**src/rtl/mmcs_pkg.sv**
```systemverilog
package mmcs_pkg;

	localparam int REG_BYTES = 16;
	localparam int REG_IDX_W = $clog2(REG_BYTES);
	localparam int CSD_W = REG_BYTES * 8;

	typedef enum logic [14:0] {
		ST_IDLE    = 15'b000000000000001,
		ST_PRE     = 15'b000000000000010,
		ST_FRAME   = 15'b000000000000100,
		ST_POLL    = 15'b000000000001000,
		ST_EXTRA   = 15'b000000000010000,
		ST_TOKEN   = 15'b000000000100000,
		ST_READ    = 15'b000000001000000,
		ST_CONFIRM = 15'b000000010000000,
		ST_BUSY1   = 15'b000000100000000,
		ST_DATA    = 15'b000001000000000,
		ST_DRESP   = 15'b000010000000000,
		ST_BUSY2   = 15'b000100000000000,
		ST_DONE    = 15'b001000000000000,
		ST_ABORT0  = 15'b010000000000000,
		ST_ABORT1  = 15'b100000000000000
	} stage_t;

	localparam logic [1:0] MODE_START   = 2'd0;
	localparam logic [1:0] MODE_BYTE    = 2'd1;
	localparam logic [1:0] MODE_CONFIRM = 2'd2;

	localparam logic [5:0] CMD_GO_IDLE   = 6'd0;
	localparam logic [5:0] CMD_SEND_OP   = 6'd1;
	localparam logic [5:0] CMD_SEND_CSD  = 6'd9;
	localparam logic [5:0] CMD_SEND_CID  = 6'd10;
	localparam logic [5:0] CMD_STATUS    = 6'd13;
	localparam logic [5:0] CMD_BLOCKLEN  = 6'd16;
	localparam logic [5:0] CMD_LOCK      = 6'd42;

	localparam logic [2:0] STAT_RUN     = 3'd0;
	localparam logic [2:0] STAT_CONFIRM = 3'd1;
	localparam logic [2:0] STAT_DONE    = 3'd2;
	localparam logic [2:0] STAT_ABORT0  = 3'd3;
	localparam logic [2:0] STAT_ABORT1  = 3'd4;

	localparam logic [1:0] CFG_RETRY_LIMIT = 2'd0;
	localparam logic [1:0] CFG_NCR_LIMIT   = 2'd1;
	localparam logic [1:0] CFG_PREAMBLE    = 2'd2;

	localparam logic [7:0] BYTE_IDLE     = 8'hFF;
	localparam logic [7:0] BYTE_TOKEN    = 8'hFE;
	localparam logic [7:0] BYTE_CMD_BASE = 8'h40;
	localparam logic [7:0] BYTE_CRC      = 8'h95;
	localparam logic [7:0] BYTE_FORCE    = 8'b00001000;
	localparam logic [7:0] DRESP_MASK    = 8'b00011111;

	typedef struct packed {
		logic [7:0] retry_limit;
		logic [3:0] ncr_limit;
		logic [7:0] preamble_count;
	} cfg_t;

	typedef struct packed {
		logic                 we;
		logic [REG_IDX_W-1:0] idx;
		logic [7:0]           data;
	} csd_wr_t;

	typedef struct packed {
		logic [4:0]  erase_response;
		logic [3:0]  block_len_log2;
		logic [21:0] card_blocks;
		logic [7:0]  last_response;
		logic [2:0]  status;
		logic        select_low;
		logic        transfer_request;
		logic [7:0]  tx_byte;
	} result_t;

	// forced-erase data packet: token, erase flag, two filler bytes
	function automatic logic [7:0] data_packet(input logic [1:0] idx);
		logic [7:0] b;
		case (idx)
			2'd0: b = BYTE_TOKEN;
			2'd1: b = BYTE_FORCE;
			default: b = BYTE_IDLE;
		endcase
		return b;
	endfunction

endpackage

```
**src/rtl/mmc_spi_init_and_erase_sequencer.sv**
```systemverilog
// Byte-level SPI master script for bringing an MMC card up in SPI mode: preamble, CMD0 and CMD1
// with retry limits, CMD13, CSD read (block count and length decoded), CID read, then after a
// confirm item, CMD16 and a forced-erase CMD42. Each input transfer (start, received byte or
// confirm) yields exactly one result transfer holding the next byte to send, whether to send it,
// the select level and status. One item is taken per clock: the sequencer state updates in the
// cycle of the input transfer and the result sits in a single output register, so throughput is
// one item per cycle as long as the result side keeps taking.
// Configuration writes must happen while no result is pending.
module mmc_spi_init_and_erase_sequencer (
	input  logic        clk,
	input  logic        arst_n,
	input  logic        s_axis_tvalid,
	output logic        s_axis_tready,
	input  logic [7:0]  s_axis_tdata,   // rx_byte
	input  logic [1:0]  s_axis_tuser,   // mode
	output logic        m_axis_tvalid,
	input  logic        m_axis_tready,
	// tx_byte, transfer_request, select_low, status, last_response, card_blocks,
	// block_len_log2, erase_response, zero fill
	output logic [55:0] m_axis_tdata,
	input  logic        cfg_we,
	input  logic [1:0]  cfg_index,
	input  logic [7:0]  cfg_data
);
	import mmcs_pkg::*;

	cfg_t        cfg_q;
	csd_wr_t     csd_wr;
	result_t     result;
	result_t     out_q;
	logic        out_valid_q;
	logic        take;
	logic [21:0] csd_blocks;
	logic [3:0]  csd_len;

	assign s_axis_tready = !out_valid_q || m_axis_tready;
	assign take = s_axis_tvalid && s_axis_tready;

	always_ff @(posedge clk or negedge arst_n) begin
		if (!arst_n) begin
			cfg_q.retry_limit    <= 8'd255;
			cfg_q.ncr_limit      <= 4'd8;
			cfg_q.preamble_count <= 8'd10;
		end else if (cfg_we) begin
			case (cfg_index)
				CFG_RETRY_LIMIT: cfg_q.retry_limit <= cfg_data;
				CFG_NCR_LIMIT:   cfg_q.ncr_limit <= cfg_data[3:0];
				CFG_PREAMBLE:    cfg_q.preamble_count <= cfg_data;
				default: ;
			endcase
		end
	end

	mmcs_csd u_csd (
		.clk            (clk),
		.wr             (csd_wr),
		.card_blocks    (csd_blocks),
		.block_len_log2 (csd_len)
	);

	mmcs_seq u_seq (
		.clk        (clk),
		.arst_n     (arst_n),
		.take       (take),
		.mode       (s_axis_tuser),
		.rx_byte    (s_axis_tdata),
		.cfg        (cfg_q),
		.csd_blocks (csd_blocks),
		.csd_len    (csd_len),
		.csd_wr     (csd_wr),
		.result     (result)
	);

	always_ff @(posedge clk or negedge arst_n) begin
		if (!arst_n) begin
			out_valid_q <= 1'b0;
		end else if (take) begin
			out_valid_q <= 1'b1;
		end else if (m_axis_tready) begin
			out_valid_q <= 1'b0;
		end
	end

	always_ff @(posedge clk) begin
		if (take) begin
			out_q <= result;
		end
	end

	assign m_axis_tvalid = out_valid_q;
	assign m_axis_tdata  = {4'd0, out_q};

endmodule

```
**src/rtl/mmcs_csd.sv**
```systemverilog
module mmcs_csd (
	input  logic               clk,
	input  mmcs_pkg::csd_wr_t  wr,
	output logic [21:0]        card_blocks,
	output logic [3:0]         block_len_log2
);
	import mmcs_pkg::*;

	logic [7:0]       mem [REG_BYTES];
	logic [CSD_W-1:0] csd_vec;
	logic [11:0]      c_size;
	logic [2:0]       c_mult;

	always_ff @(posedge clk) begin
		if (wr.we) begin
			mem[wr.idx] <= wr.data;
		end
	end

	for (genvar i = 0; i < REG_BYTES; i++) begin : g_flat
		assign csd_vec[i*8 +: 8] = mem[i];
	end

	assign c_size = csd_vec[73:62];
	assign c_mult = csd_vec[49:47];
	assign block_len_log2 = csd_vec[83:80];
	assign card_blocks = ({10'd0, c_size} + 22'd1) << ({1'b0, c_mult} + 4'd2);

endmodule

```
**src/rtl/mmcs_seq.sv**
```systemverilog
module mmcs_seq (
	input  logic              clk,
	input  logic              arst_n,
	input  logic              take,
	input  logic [1:0]        mode,
	input  logic [7:0]        rx_byte,
	input  mmcs_pkg::cfg_t    cfg,
	input  logic [21:0]       csd_blocks,
	input  logic [3:0]        csd_len,
	output mmcs_pkg::csd_wr_t csd_wr,
	output mmcs_pkg::result_t result
);
	import mmcs_pkg::*;

	stage_t      stage_q, stage_d;
	logic [7:0]  bidx_q, bidx_d;
	logic [7:0]  retry_q, retry_d;
	logic [3:0]  poll_q, poll_d;
	logic [5:0]  cmd_q, cmd_d;
	logic [7:0]  resp_q, resp_d;
	logic [21:0] blocks_q, blocks_d;
	logic [3:0]  len_q, len_d;
	logic [4:0]  erase_q, erase_d;
	logic [7:0]  bidx_inc;
	logic [3:0]  poll_inc;

	assign bidx_inc = bidx_q + 8'd1;
	assign poll_inc = poll_q + 4'd1;

	always_comb begin
		stage_d  = stage_q;
		bidx_d   = bidx_q;
		retry_d  = retry_q;
		poll_d   = poll_q;
		cmd_d    = cmd_q;
		resp_d   = resp_q;
		blocks_d = blocks_q;
		len_d    = len_q;
		erase_d  = erase_q;
		csd_wr.we   = 1'b0;
		csd_wr.idx  = REG_IDX_W'(REG_BYTES - 1) - bidx_q[REG_IDX_W-1:0];
		csd_wr.data = rx_byte;
		if (mode == MODE_START) begin
			stage_d  = ST_PRE;
			bidx_d   = '0;
			retry_d  = '0;
			poll_d   = '0;
			cmd_d    = CMD_GO_IDLE;
			resp_d   = '0;
			blocks_d = '0;
			len_d    = '0;
			erase_d  = '0;
		end else if (mode == MODE_CONFIRM) begin
			if (stage_q == ST_CONFIRM) begin
				cmd_d = CMD_BLOCKLEN; stage_d = ST_FRAME; bidx_d = '0; poll_d = '0;
			end
		end else if (mode == MODE_BYTE) begin
			case (stage_q)
				ST_PRE: begin
					bidx_d = bidx_inc;
					if (bidx_inc >= cfg.preamble_count) begin
						cmd_d = CMD_GO_IDLE; stage_d = ST_FRAME; bidx_d = '0; poll_d = '0;
					end
				end
				ST_FRAME: begin
					bidx_d = bidx_inc;
					if (bidx_inc >= 8'd7) begin
						stage_d = ST_POLL; poll_d = '0;
					end
				end
				ST_POLL: begin
					poll_d = poll_inc;
					if (rx_byte != BYTE_IDLE || poll_inc >= cfg.ncr_limit || poll_inc == 4'd0) begin
						resp_d = rx_byte;
						case (cmd_q)
							CMD_GO_IDLE: begin
								if (rx_byte != 8'd0) begin
									retry_d = '0;
									cmd_d = CMD_SEND_OP; stage_d = ST_FRAME;
									bidx_d = '0; poll_d = '0;
								end else if (retry_q >= cfg.retry_limit) begin
									stage_d = ST_ABORT0;
								end else begin
									retry_d = retry_q + 8'd1;
									stage_d = ST_FRAME; bidx_d = '0; poll_d = '0;
								end
							end
							CMD_SEND_OP: begin
								if (rx_byte == 8'd0) begin
									cmd_d = CMD_STATUS; stage_d = ST_FRAME;
									bidx_d = '0; poll_d = '0;
								end else if (retry_q >= cfg.retry_limit) begin
									stage_d = ST_ABORT1;
								end else begin
									retry_d = retry_q + 8'd1;
									stage_d = ST_FRAME; bidx_d = '0; poll_d = '0;
								end
							end
							CMD_STATUS: stage_d = ST_EXTRA;
							CMD_SEND_CSD, CMD_SEND_CID: begin
								stage_d = ST_TOKEN; bidx_d = '0;
							end
							CMD_BLOCKLEN: begin
								cmd_d = CMD_LOCK; stage_d = ST_FRAME; bidx_d = '0; poll_d = '0;
							end
							CMD_LOCK: stage_d = ST_BUSY1;
							default: stage_d = ST_IDLE;
						endcase
					end
				end
				ST_EXTRA: begin
					cmd_d = CMD_SEND_CSD; stage_d = ST_FRAME; bidx_d = '0; poll_d = '0;
				end
				ST_TOKEN: begin
					if (rx_byte == BYTE_TOKEN) begin
						stage_d = ST_READ; bidx_d = '0;
					end
				end
				ST_READ: begin
					csd_wr.we = take && (cmd_q == CMD_SEND_CSD) && (bidx_q < 8'(REG_BYTES));
					bidx_d = bidx_inc;
					if (bidx_inc >= 8'(REG_BYTES)) begin
						if (cmd_q == CMD_SEND_CSD) begin
							// fields lie above byte 0, so the stored bytes are complete here
							len_d = csd_len;
							blocks_d = csd_blocks;
							cmd_d = CMD_SEND_CID; stage_d = ST_FRAME; bidx_d = '0; poll_d = '0;
						end else begin
							stage_d = ST_CONFIRM;
						end
					end
				end
				ST_BUSY1: begin
					if (rx_byte != 8'd0) begin
						stage_d = ST_DATA; bidx_d = '0;
					end
				end
				ST_DATA: begin
					bidx_d = bidx_inc;
					if (bidx_inc >= 8'd4) stage_d = ST_DRESP;
				end
				ST_DRESP: begin
					erase_d = 5'(rx_byte & DRESP_MASK);
					stage_d = ST_BUSY2;
				end
				ST_BUSY2: begin
					if (rx_byte != 8'd0) stage_d = ST_DONE;
				end
				default: ;
			endcase
		end
	end

	always_ff @(posedge clk or negedge arst_n) begin
		if (!arst_n) begin
			stage_q  <= ST_IDLE;
			bidx_q   <= '0;
			retry_q  <= '0;
			poll_q   <= '0;
			cmd_q    <= '0;
			resp_q   <= '0;
			blocks_q <= '0;
			len_q    <= '0;
			erase_q  <= '0;
		end else if (take) begin
			stage_q  <= stage_d;
			bidx_q   <= bidx_d;
			retry_q  <= retry_d;
			poll_q   <= poll_d;
			cmd_q    <= cmd_d;
			resp_q   <= resp_d;
			blocks_q <= blocks_d;
			len_q    <= len_d;
			erase_q  <= erase_d;
		end
	end

	// result reflects the state after this transfer
	always_comb begin
		result.tx_byte          = BYTE_IDLE;
		result.transfer_request = 1'b1;
		result.select_low       = 1'b1;
		result.status           = STAT_RUN;
		result.last_response    = resp_d;
		result.card_blocks      = blocks_d;
		result.block_len_log2   = len_d;
		result.erase_response   = erase_d;
		case (stage_d)
			ST_IDLE: begin
				result.transfer_request = 1'b0;
				result.select_low = 1'b0;
			end
			ST_PRE: result.select_low = 1'b0;
			ST_FRAME: begin
				case (bidx_d)
					8'd1: result.tx_byte = BYTE_CMD_BASE | {2'b00, cmd_d};
					8'd2, 8'd3, 8'd4: result.tx_byte = 8'd0;
					8'd5: result.tx_byte = (cmd_d == CMD_BLOCKLEN) ? 8'd1 : 8'd0;
					8'd6: result.tx_byte = BYTE_CRC;
					default: result.tx_byte = BYTE_IDLE;
				endcase
			end
			ST_DATA: result.tx_byte = data_packet(bidx_d[1:0]);
			ST_CONFIRM: begin
				result.transfer_request = 1'b0;
				result.status = STAT_CONFIRM;
			end
			ST_DONE: begin
				result.transfer_request = 1'b0;
				result.status = STAT_DONE;
			end
			ST_ABORT0: begin
				result.transfer_request = 1'b0;
				result.status = STAT_ABORT0;
			end
			ST_ABORT1: begin
				result.transfer_request = 1'b0;
				result.status = STAT_ABORT1;
			end
			default: ;
		endcase
	end

endmodule
```
**config.mk**
```make
export PLATFORM = sky130hd
export DESIGN_NAME = mmc_spi_init_and_erase_sequencer
export DESIGN_NICKNAME = d
export VERILOG_FILES = /design/src/rtl/mmcs_pkg.sv /design/src/rtl/mmc_spi_init_and_erase_sequencer.sv /design/src/rtl/mmcs_csd.sv /design/src/rtl/mmcs_seq.sv
export SDC_FILE = /design/constraint.sdc
export NUM_CORES = 1
export LEC_CHECK = 0
export BUFFER_PORTS_ARGS = -buffer_cell sky130_fd_sc_hd__buf_4
export CAP_MARGIN = 20
export CORE_AREA = 2 2 178 180
export DETAILED_ROUTE_END_ITERATION = 8
export DIE_AREA = 0 0 180 182
export SLEW_MARGIN = 25
export SYNTH_ARGS = -nofsm -noshare
export SYNTH_HDL_FRONTEND = slang
export SYNTH_SLANG_ARGS = --single-unit
```
**constraint.sdc**
```tcl
create_clock -name clk -period 5.3 [get_ports clk]
set_input_delay 1.06 -clock clk [delete_from_list [all_inputs] [get_ports clk]]
set_output_delay 1.06 -clock clk [all_outputs]
set_load 0.005 [all_outputs]
```
### Word level (Yosys, flattened, before mapping)

Memories as Yosys holds them, arrays and structs flattened.
Cells that the tools add are included.

* register bits after elaboration: 153
* RAM bits: 128
* bits of input ports: 25
* logic and storage cells: 219
* memories kept: 1

Memories
* u_csd.mem: depth 16, width 8, rd ports 6, clocked after memory_dff 0, wr ports 1, line mmcs_csd.sv:9 `logic [7:0] mem [REG_BYTES];`

* add/sub/neg operators: 6
* magnitude comparators: 7
* eq/ne operators: 46
* shift-type cells: 1
* mux-type cells: 105
* reductions and logical operators: 32

Operator list (count)
* $mux 15: 15
* $mux 8: 27
* $pmux 15 s10: 1
* $mux 22: 6
* $pmux 15 s6: 1
* $mux 4: 18
* $mux 6: 10
* $pmux 8 s7: 1
* $pmux 8 s2: 3
* $pmux 8 s4: 1
* $eq 15x10->1 const B: 2
* $eq 15x2->1 const B: 2
* $eq 15x3->1 const B: 2
* $eq 15x8->1 const B: 2
* $eq 8x3->1 const B: 3
* $pmux 6 s4: 1
* $pmux 8 s3: 1
* $shl 22x4->22: 1
* $mux 5: 4
* $pmux 4 s5: 1
* $eq 6x4->1 const B: 3
* $pmux 6 s3: 1
* $add 8x1->8 const B: 2
* $eq 8x2->1 const B: 2
* other kinds (52): 87

### Longest topological paths before layout

* depth after elaboration: 13
* gate-level depth with buffers: 17
* mapped depth without buffers: 15

### Modules after synthesis

From an unflattened synthesis, not the netlist that was laid out.

* cells, all modules: 1125
* area, all modules: 11168.2 um^2

By module, submodules not included
* mmcs_seq: instances 1, cells an instance 810, area an instance 6910.4 um^2, seq. area each 2003.2 um^2
* mmc_spi_init_and_erase_sequencer: instances 1, cells an instance 104, area an instance 2416.1 um^2, seq. area each 2100.8 um^2
* mmcs_csd: instances 1, cells an instance 211, area an instance 1841.8 um^2, seq. area each 570.5 um^2

### Worst setup path before layout

OpenSTA, ideal clock, no wires.

* path type: register to register
* from: register u_seq.bidx_q[0]
* to: register out_q (netlist bit m_axis_tdata[1]) (data pin)
* arrival time: 3937 ps
* required time: 5029 ps
* slack: 1092 ps
* stages on the path, launching flop included: 18
* path buffers: 2
* cell sequence: dfrtp_1 -> ha_1 -> clkbuf_1 -> and3_1 -> clkbuf_1 -> nand3_1 -> xnor2_1 -> ha_1 -> nand2_1 -> o21ai_0 -> a2111oi_0 -> o21bai_1 -> nor4bb_1 -> a21oi_1 -> or3_1 -> or2_0 -> a211o_1 -> o21ai_1

RTL lines
* start, declared: line mmcs_seq.sv:16 `logic [7:0] bidx_q, bidx_d;`
* start signal, assigned: line mmcs_seq.sv:167 `bidx_q <= bidx_d;`
* end signal, assigned: line mmc_spi_init_and_erase_sequencer.sv:86 `out_q <= result;`
* end, declared: line mmc_spi_init_and_erase_sequencer.sv:30 `result_t out_q;`

==> results.py <==
metrics = {
    "run_status": {
        "outcome": "complete, no violations",
    },
    "yosys": {
        "synth_simple_gate_area_share_pct": 22.5,
        "synth_top_family_by_area": "simple AND/OR/NAND/NOR gates",
        "synth_cells": 1171,
        "yosys_register_bits": 172,
        "synthesis.area_um2": 10600,
        "synth-xor-area-share_pct": 2.14,
        "yosys_warnings": 0,
        "postSynth.asyncResetShare_pct": 58.7,
        "synth_edf_count": 71,
        "synth_compound_area_share_pct": 18.4,
        "ys.flop_type": "sky130_fd_sc_hd__dfrtp_1",
        "synth-seq-area-share_pct": 44.0,
        "synthesis.area_per_instance_um2": 9.07,
        "ys_types": 88,
        "area_share_of_fa_ha_maj_cells_after_synthesis_pct": 3.30,
        "proportion_of_synthesized_area_in_mux_cells_pct": 5.24,
    },
    "final_layout": {
        "final_util_pct": 39.4,
        "sequential_cell_area_um2": 4670,
        "layout_overhead_on_the_synthesized_area_pct": 15.0,
        "drive_gt1_share_pct": 15.7,
        "finish.net_count": 1276,
        "multiInputGateArea_um2": 5500,
        "n_antenna_cell": 0,
        "fillers": 3070,
    },
    "setup_path": {
        "path_delay_family": "simple AND/OR/NAND/NOR gates",
        "critical_path_class": "flip-flop to flip-flop",
        "critPathRequiredTime_ns": 5.48,
        "startpoint_type": "flip-flop",
        "setup.worst_path.end_class": "flip-flop",
        "cp_slowest_cell": "sky130_fd_sc_hd__dfrtp_1",
        "timing.critical_path.buf_inv": 1,
        "critical_path.max_stage_delay_ns": 0.53,
        "crit_fanout": 11,
        "worst_ep_arrival_time_ns": 4.93,
        "worstPathCellList": "ha_1 > and3_1 > nand3_1 > xnor2_1 > ha_1 > nand2_1 > nor3_1 > a2111oi_0 > buf_4 > o21bai_1 > nor4bb_1 > a21oi_1 > or3_1 > nor3_1 > o21ai_1 > or3_1",
    },
    "die": {
        "pin_count": 83,
        "floorplan.initialDensity_pct": 34.3,
        "floorplan.die.width_um": 180,
        "dieArea_um2": 32800,
        "die-height_um": 182,
        "coreArea_um2": 31000,
        "rows": 65,
    },
    "placed_design": {
        "port_bufs": 78,
        "post-dp-hpwl_um": 23300,
        "gp_congestion": 0.925,
    },
    "global_route": {
        "pin_count_of_the_biggest_net_entering_global_routing": 81,
        "grt_overflow": 0,
        "track_usage_pct": 19.8,
        "grt_first_pass_wirelength_um": 51400,
        "via_count_of_the_first_global_routing_pass": 9340,
        "grt_antenna_before_repair": 0,
    },
    "sta": {
        "min_period_ns": 4.75,
        "min_period_over_period_pct": 89.5,
        "rsz_0062_raised_after_global_routing": "false",
        "fmaxAchievable_mhz": 211,
        "timing.setup.tns_ns": 0,
        "timing_hold_violations_final": 0,
        "setup-violations-final": 0,
        "final-max-slew-violation-count": 0,
        "final.setup_skew_ns": 0.0151,
        "maxSlewHeadroom_pct": 33.3,
        "tightestPinTransition_ns": 1.00,
    },
    "run": {
        "max_cap_viol_count": 0,
    },
    "route": {
        "routed-wl-met2_um": 15400,
        "detail_route.wirelength.met1_um": 13700,
        "via_per_inst": 5.70,
        "met3WireLength_um": 1930,
        "route.detailed.drc": 0,
        "routed-via-count": 9341,
        "first_iter_violations": 1093,
        "detail-route-antenna-nets": 0,
        "wirelength_um": 32000,
        "dr.max_layer_used": "met4",
        "detail_route.first_pass.iterations": 6,
        "wire_per_inst_um": 19.5,
    },
    "cts": {
        "htree_num_levels": 4,
        "cts_buffers": 17,
        "postCtsResizedCells": 0,
        "cts.clk_slew.worst_paths_ns": 0.07,
        "clk-insertion-delay-late_ns": 0.44,
        "cts_tree": "built",
        "cts_num_sinks": 172,
        "cts_max_path_buffers": 2,
        "cts_hold_buffers": 0,
        "post-cts-setup-buffers": 0,
        "clockRootBuffer": "sky130_fd_sc_hd__clkbuf_16",
    },
    "power_and_ir_drop": {
        "ir_worst_vdd_v": 0.000226,
        "static-leakage-power_nw": 5.03,
        "power-per-cell-area_nw_per_um2": 296,
    },
    "worst_hold_path": {
        "min_path_type": "flip-flop to flip-flop",
    },
}
==> report_power, final <==
group          internal (W)  switching (W)  leakage (nW)
Clock              0.000712       0.000550         0.279
Sequential          0.00149      0.0000676          1.98
Combinational      0.000294       0.000496          2.77
Total               0.00250        0.00111          5.03
==> flip-flops by register name (all words and copies together), names as in the netlist <==
| signal | flops |
|---|---|
| u_csd.mem | 19 |
| m_axis_tvalid | 1 |
| u_seq.blocks_q | 22 |
| u_seq.bidx_q | 8 |
| u_seq.resp_q | 8 |
| u_seq.poll_q | 4 |
| m_axis_tdata | 52 |
| u_seq.stage_q | 15 |
| u_seq.erase_q | 5 |
| u_seq.retry_q | 8 |
| cfg_q | 20 |
| u_seq.cmd_q | 6 |
| u_seq.len_q | 4 |
==> logic make-up after synthesis <==
logic type | after synthesis
xor+xnor | 26
simple gates | 495
other cells | 1
fa+ha+maj | 28
mux | 53
flops | 172
buf+inv | 113
compound gates | 283
==> cell usage after synthesis, types with 14 or more instances <==
| library cell | count | area, µm² |
|---|---|---|
| sky130_fd_sc_hd__nand2_1 | 193 | 724 |
| sky130_fd_sc_hd__nor2_1 | 98 | 368 |
| sky130_fd_sc_hd__dfrtp_1 | 89 | 2230 |
| sky130_fd_sc_hd__edfxtp_1 | 71 | 2130 |
| sky130_fd_sc_hd__o21ai_0 | 63 | 315 |
| sky130_fd_sc_hd__clkbuf_1 | 58 | 218 |
| sky130_fd_sc_hd__a21oi_1 | 48 | 240 |
| sky130_fd_sc_hd__inv_1 | 39 | 146 |
| sky130_fd_sc_hd__nor3_1 | 35 | 175 |
| sky130_fd_sc_hd__mux2i_1 | 32 | 320 |
| sky130_fd_sc_hd__ha_1 | 28 | 350 |
| sky130_fd_sc_hd__nand3_1 | 28 | 140 |
| sky130_fd_sc_hd__mux2_2 | 21 | 236 |
| sky130_fd_sc_hd__nor4_1 | 21 | 131 |
| sky130_fd_sc_hd__o31ai_1 | 19 | 143 |
| sky130_fd_sc_hd__nand4_1 | 16 | 100 |
| sky130_fd_sc_hd__a211oi_1 | 15 | 113 |
| sky130_fd_sc_hd__xor2_1 | 15 | 131 |
| sky130_fd_sc_hd__and3_1 | 14 | 87.6 |
| sky130_fd_sc_hd__or3_1 | 14 | 87.6 |
==> path summary, 6_finish.rpt <==
| kind | start | endpoint | slack, ns | depth (start not counted) |
|---|---|---|---|---|
| hold reg to reg | u_seq.resp_q[1]$_DFFE_PN0P_ | u_seq.resp_q[1]$_DFFE_PN0P_ | 0.48 | 2 |
| min in group asynchronous | arst_n | u_seq.cmd_q[4]$_DFFE_PN0P_ | 0.55 | 1 |
| max in group asynchronous | arst_n | cfg_q[19]$_DFFE_PN1P_ | 3.91 | 2 |
| setup reg to reg | u_seq.bidx_q[1]$_DFFE_PN0P_ | m_axis_tdata[9]$_DFFE_PP_ | 0.55 | 16 |
| hold / removal | u_seq.resp_q[1]$_DFFE_PN0P_ | u_seq.resp_q[1]$_DFFE_PN0P_ | 0.48 | 2 |
| setup / recovery | u_seq.bidx_q[1]$_DFFE_PN0P_ | m_axis_tdata[9]$_DFFE_PP_ | 0.55 | 16 |
==> metal layers <==
layer	vias to the layer above	global-route usage [%]
met3	62	3.71
li1	4415	-
met5	-	0
met1	4502	25.3
met2	362	33.4
met4	0	7.41
==> metrics by stage <==
| stage | total power [W] | cells | area [µm²] | hold slack, ns | setup WS [ns] |
|---|---|---|---|---|---|
| 6_report | 0.00361 | 1638 | 12200 | 0.479 | 0.555 |
| 5_1_grt | 0.00379 | 1638 | 12200 | 0.503 | 0.206 |
| 4_1_cts | 0.00364 | 1637 | 12200 | 0.479 | 0.722 |
| 2_1_floorplan | 0.00208 | 1174 | 10600 | 0.443 | 1.09 |
| 3_5_place_dp | 0.00236 | 1605 | 11600 | 0.463 | 0.543 |
| 3_3_place_gp | 0.00235 | 1605 | 11600 | 0.456 | 0.607 |
==> placed cells by master (no fill, tap or decap), types with 5 or more instances in the layout <==
master | Yosys | layout
sky130_fd_sc_hd__inv_1 | 39 | 38
sky130_fd_sc_hd__dfstp_2 | 12 | 12
sky130_fd_sc_hd__a41oi_1 | 6 | 6
sky130_fd_sc_hd__nor2_1 | 98 | 97
sky130_fd_sc_hd__a31oi_1 | 13 | 13
sky130_fd_sc_hd__and3_1 | 14 | 14
sky130_fd_sc_hd__o211ai_1 | 12 | 12
sky130_fd_sc_hd__or4_1 | 7 | 7
sky130_fd_sc_hd__o21ai_1 | 7 | 7
sky130_fd_sc_hd__nor4b_1 | 5 | 5
sky130_fd_sc_hd__nand3_1 | 28 | 28
sky130_fd_sc_hd__nand2_1 | 193 | 192
sky130_fd_sc_hd__nand4_1 | 16 | 16
sky130_fd_sc_hd__and2_1 | 12 | 12
sky130_fd_sc_hd__or3_1 | 14 | 14
sky130_fd_sc_hd__mux2i_1 | 32 | 32
sky130_fd_sc_hd__o31ai_1 | 19 | 19
sky130_fd_sc_hd__a21o_1 | 5 | 5
sky130_fd_sc_hd__o22ai_1 | 8 | 8
sky130_fd_sc_hd__ha_1 | 28 | 28
sky130_fd_sc_hd__nor2b_1 | 9 | 9
sky130_fd_sc_hd__xnor2_1 | 11 | 11
sky130_fd_sc_hd__dfrtp_1 | 89 | 89
sky130_fd_sc_hd__a31o_2 | 5 | 5
sky130_fd_sc_hd__edfxtp_1 | 71 | 71
sky130_fd_sc_hd__a21oi_1 | 48 | 48
sky130_fd_sc_hd__mux2_2 | 21 | 21
sky130_fd_sc_hd__nor3_1 | 35 | 34
sky130_fd_sc_hd__nand2b_1 | 13 | 13
sky130_fd_sc_hd__buf_4 | 4 | 102
sky130_fd_sc_hd__clkbuf_16 | 0 | 17
sky130_fd_sc_hd__nor4_1 | 21 | 21
sky130_fd_sc_hd__a211oi_1 | 15 | 15
sky130_fd_sc_hd__a22o_1 | 13 | 13
sky130_fd_sc_hd__o21ai_0 | 63 | 63
sky130_fd_sc_hd__xor2_1 | 15 | 15
==> worst register-to-register path, delay by kind of cell (launching register included) <==
family                   cells  cell delay [ns]
AND/OR/NAND/NOR              8             2.26
adder cells (fa/ha/maj)      2             0.67
AO/OA/AOI/OAI                4             0.67
flip-flops                   1             0.53
buffers and inverters        1             0.20
XOR/XNOR                     1             0.16
==> area by class of cell <==
type	instances	share of cell area, %
Inverter	40	1.24
Clock inverter	12	1.12
Tap cell	402	4.12
Clock buffer	20	3.66
Sequential cell	172	38.3
Timing Repair Buffer	103	6.50
Multi-Input combinational cell	889	45.1
Power figures use the tool's default switching activity.
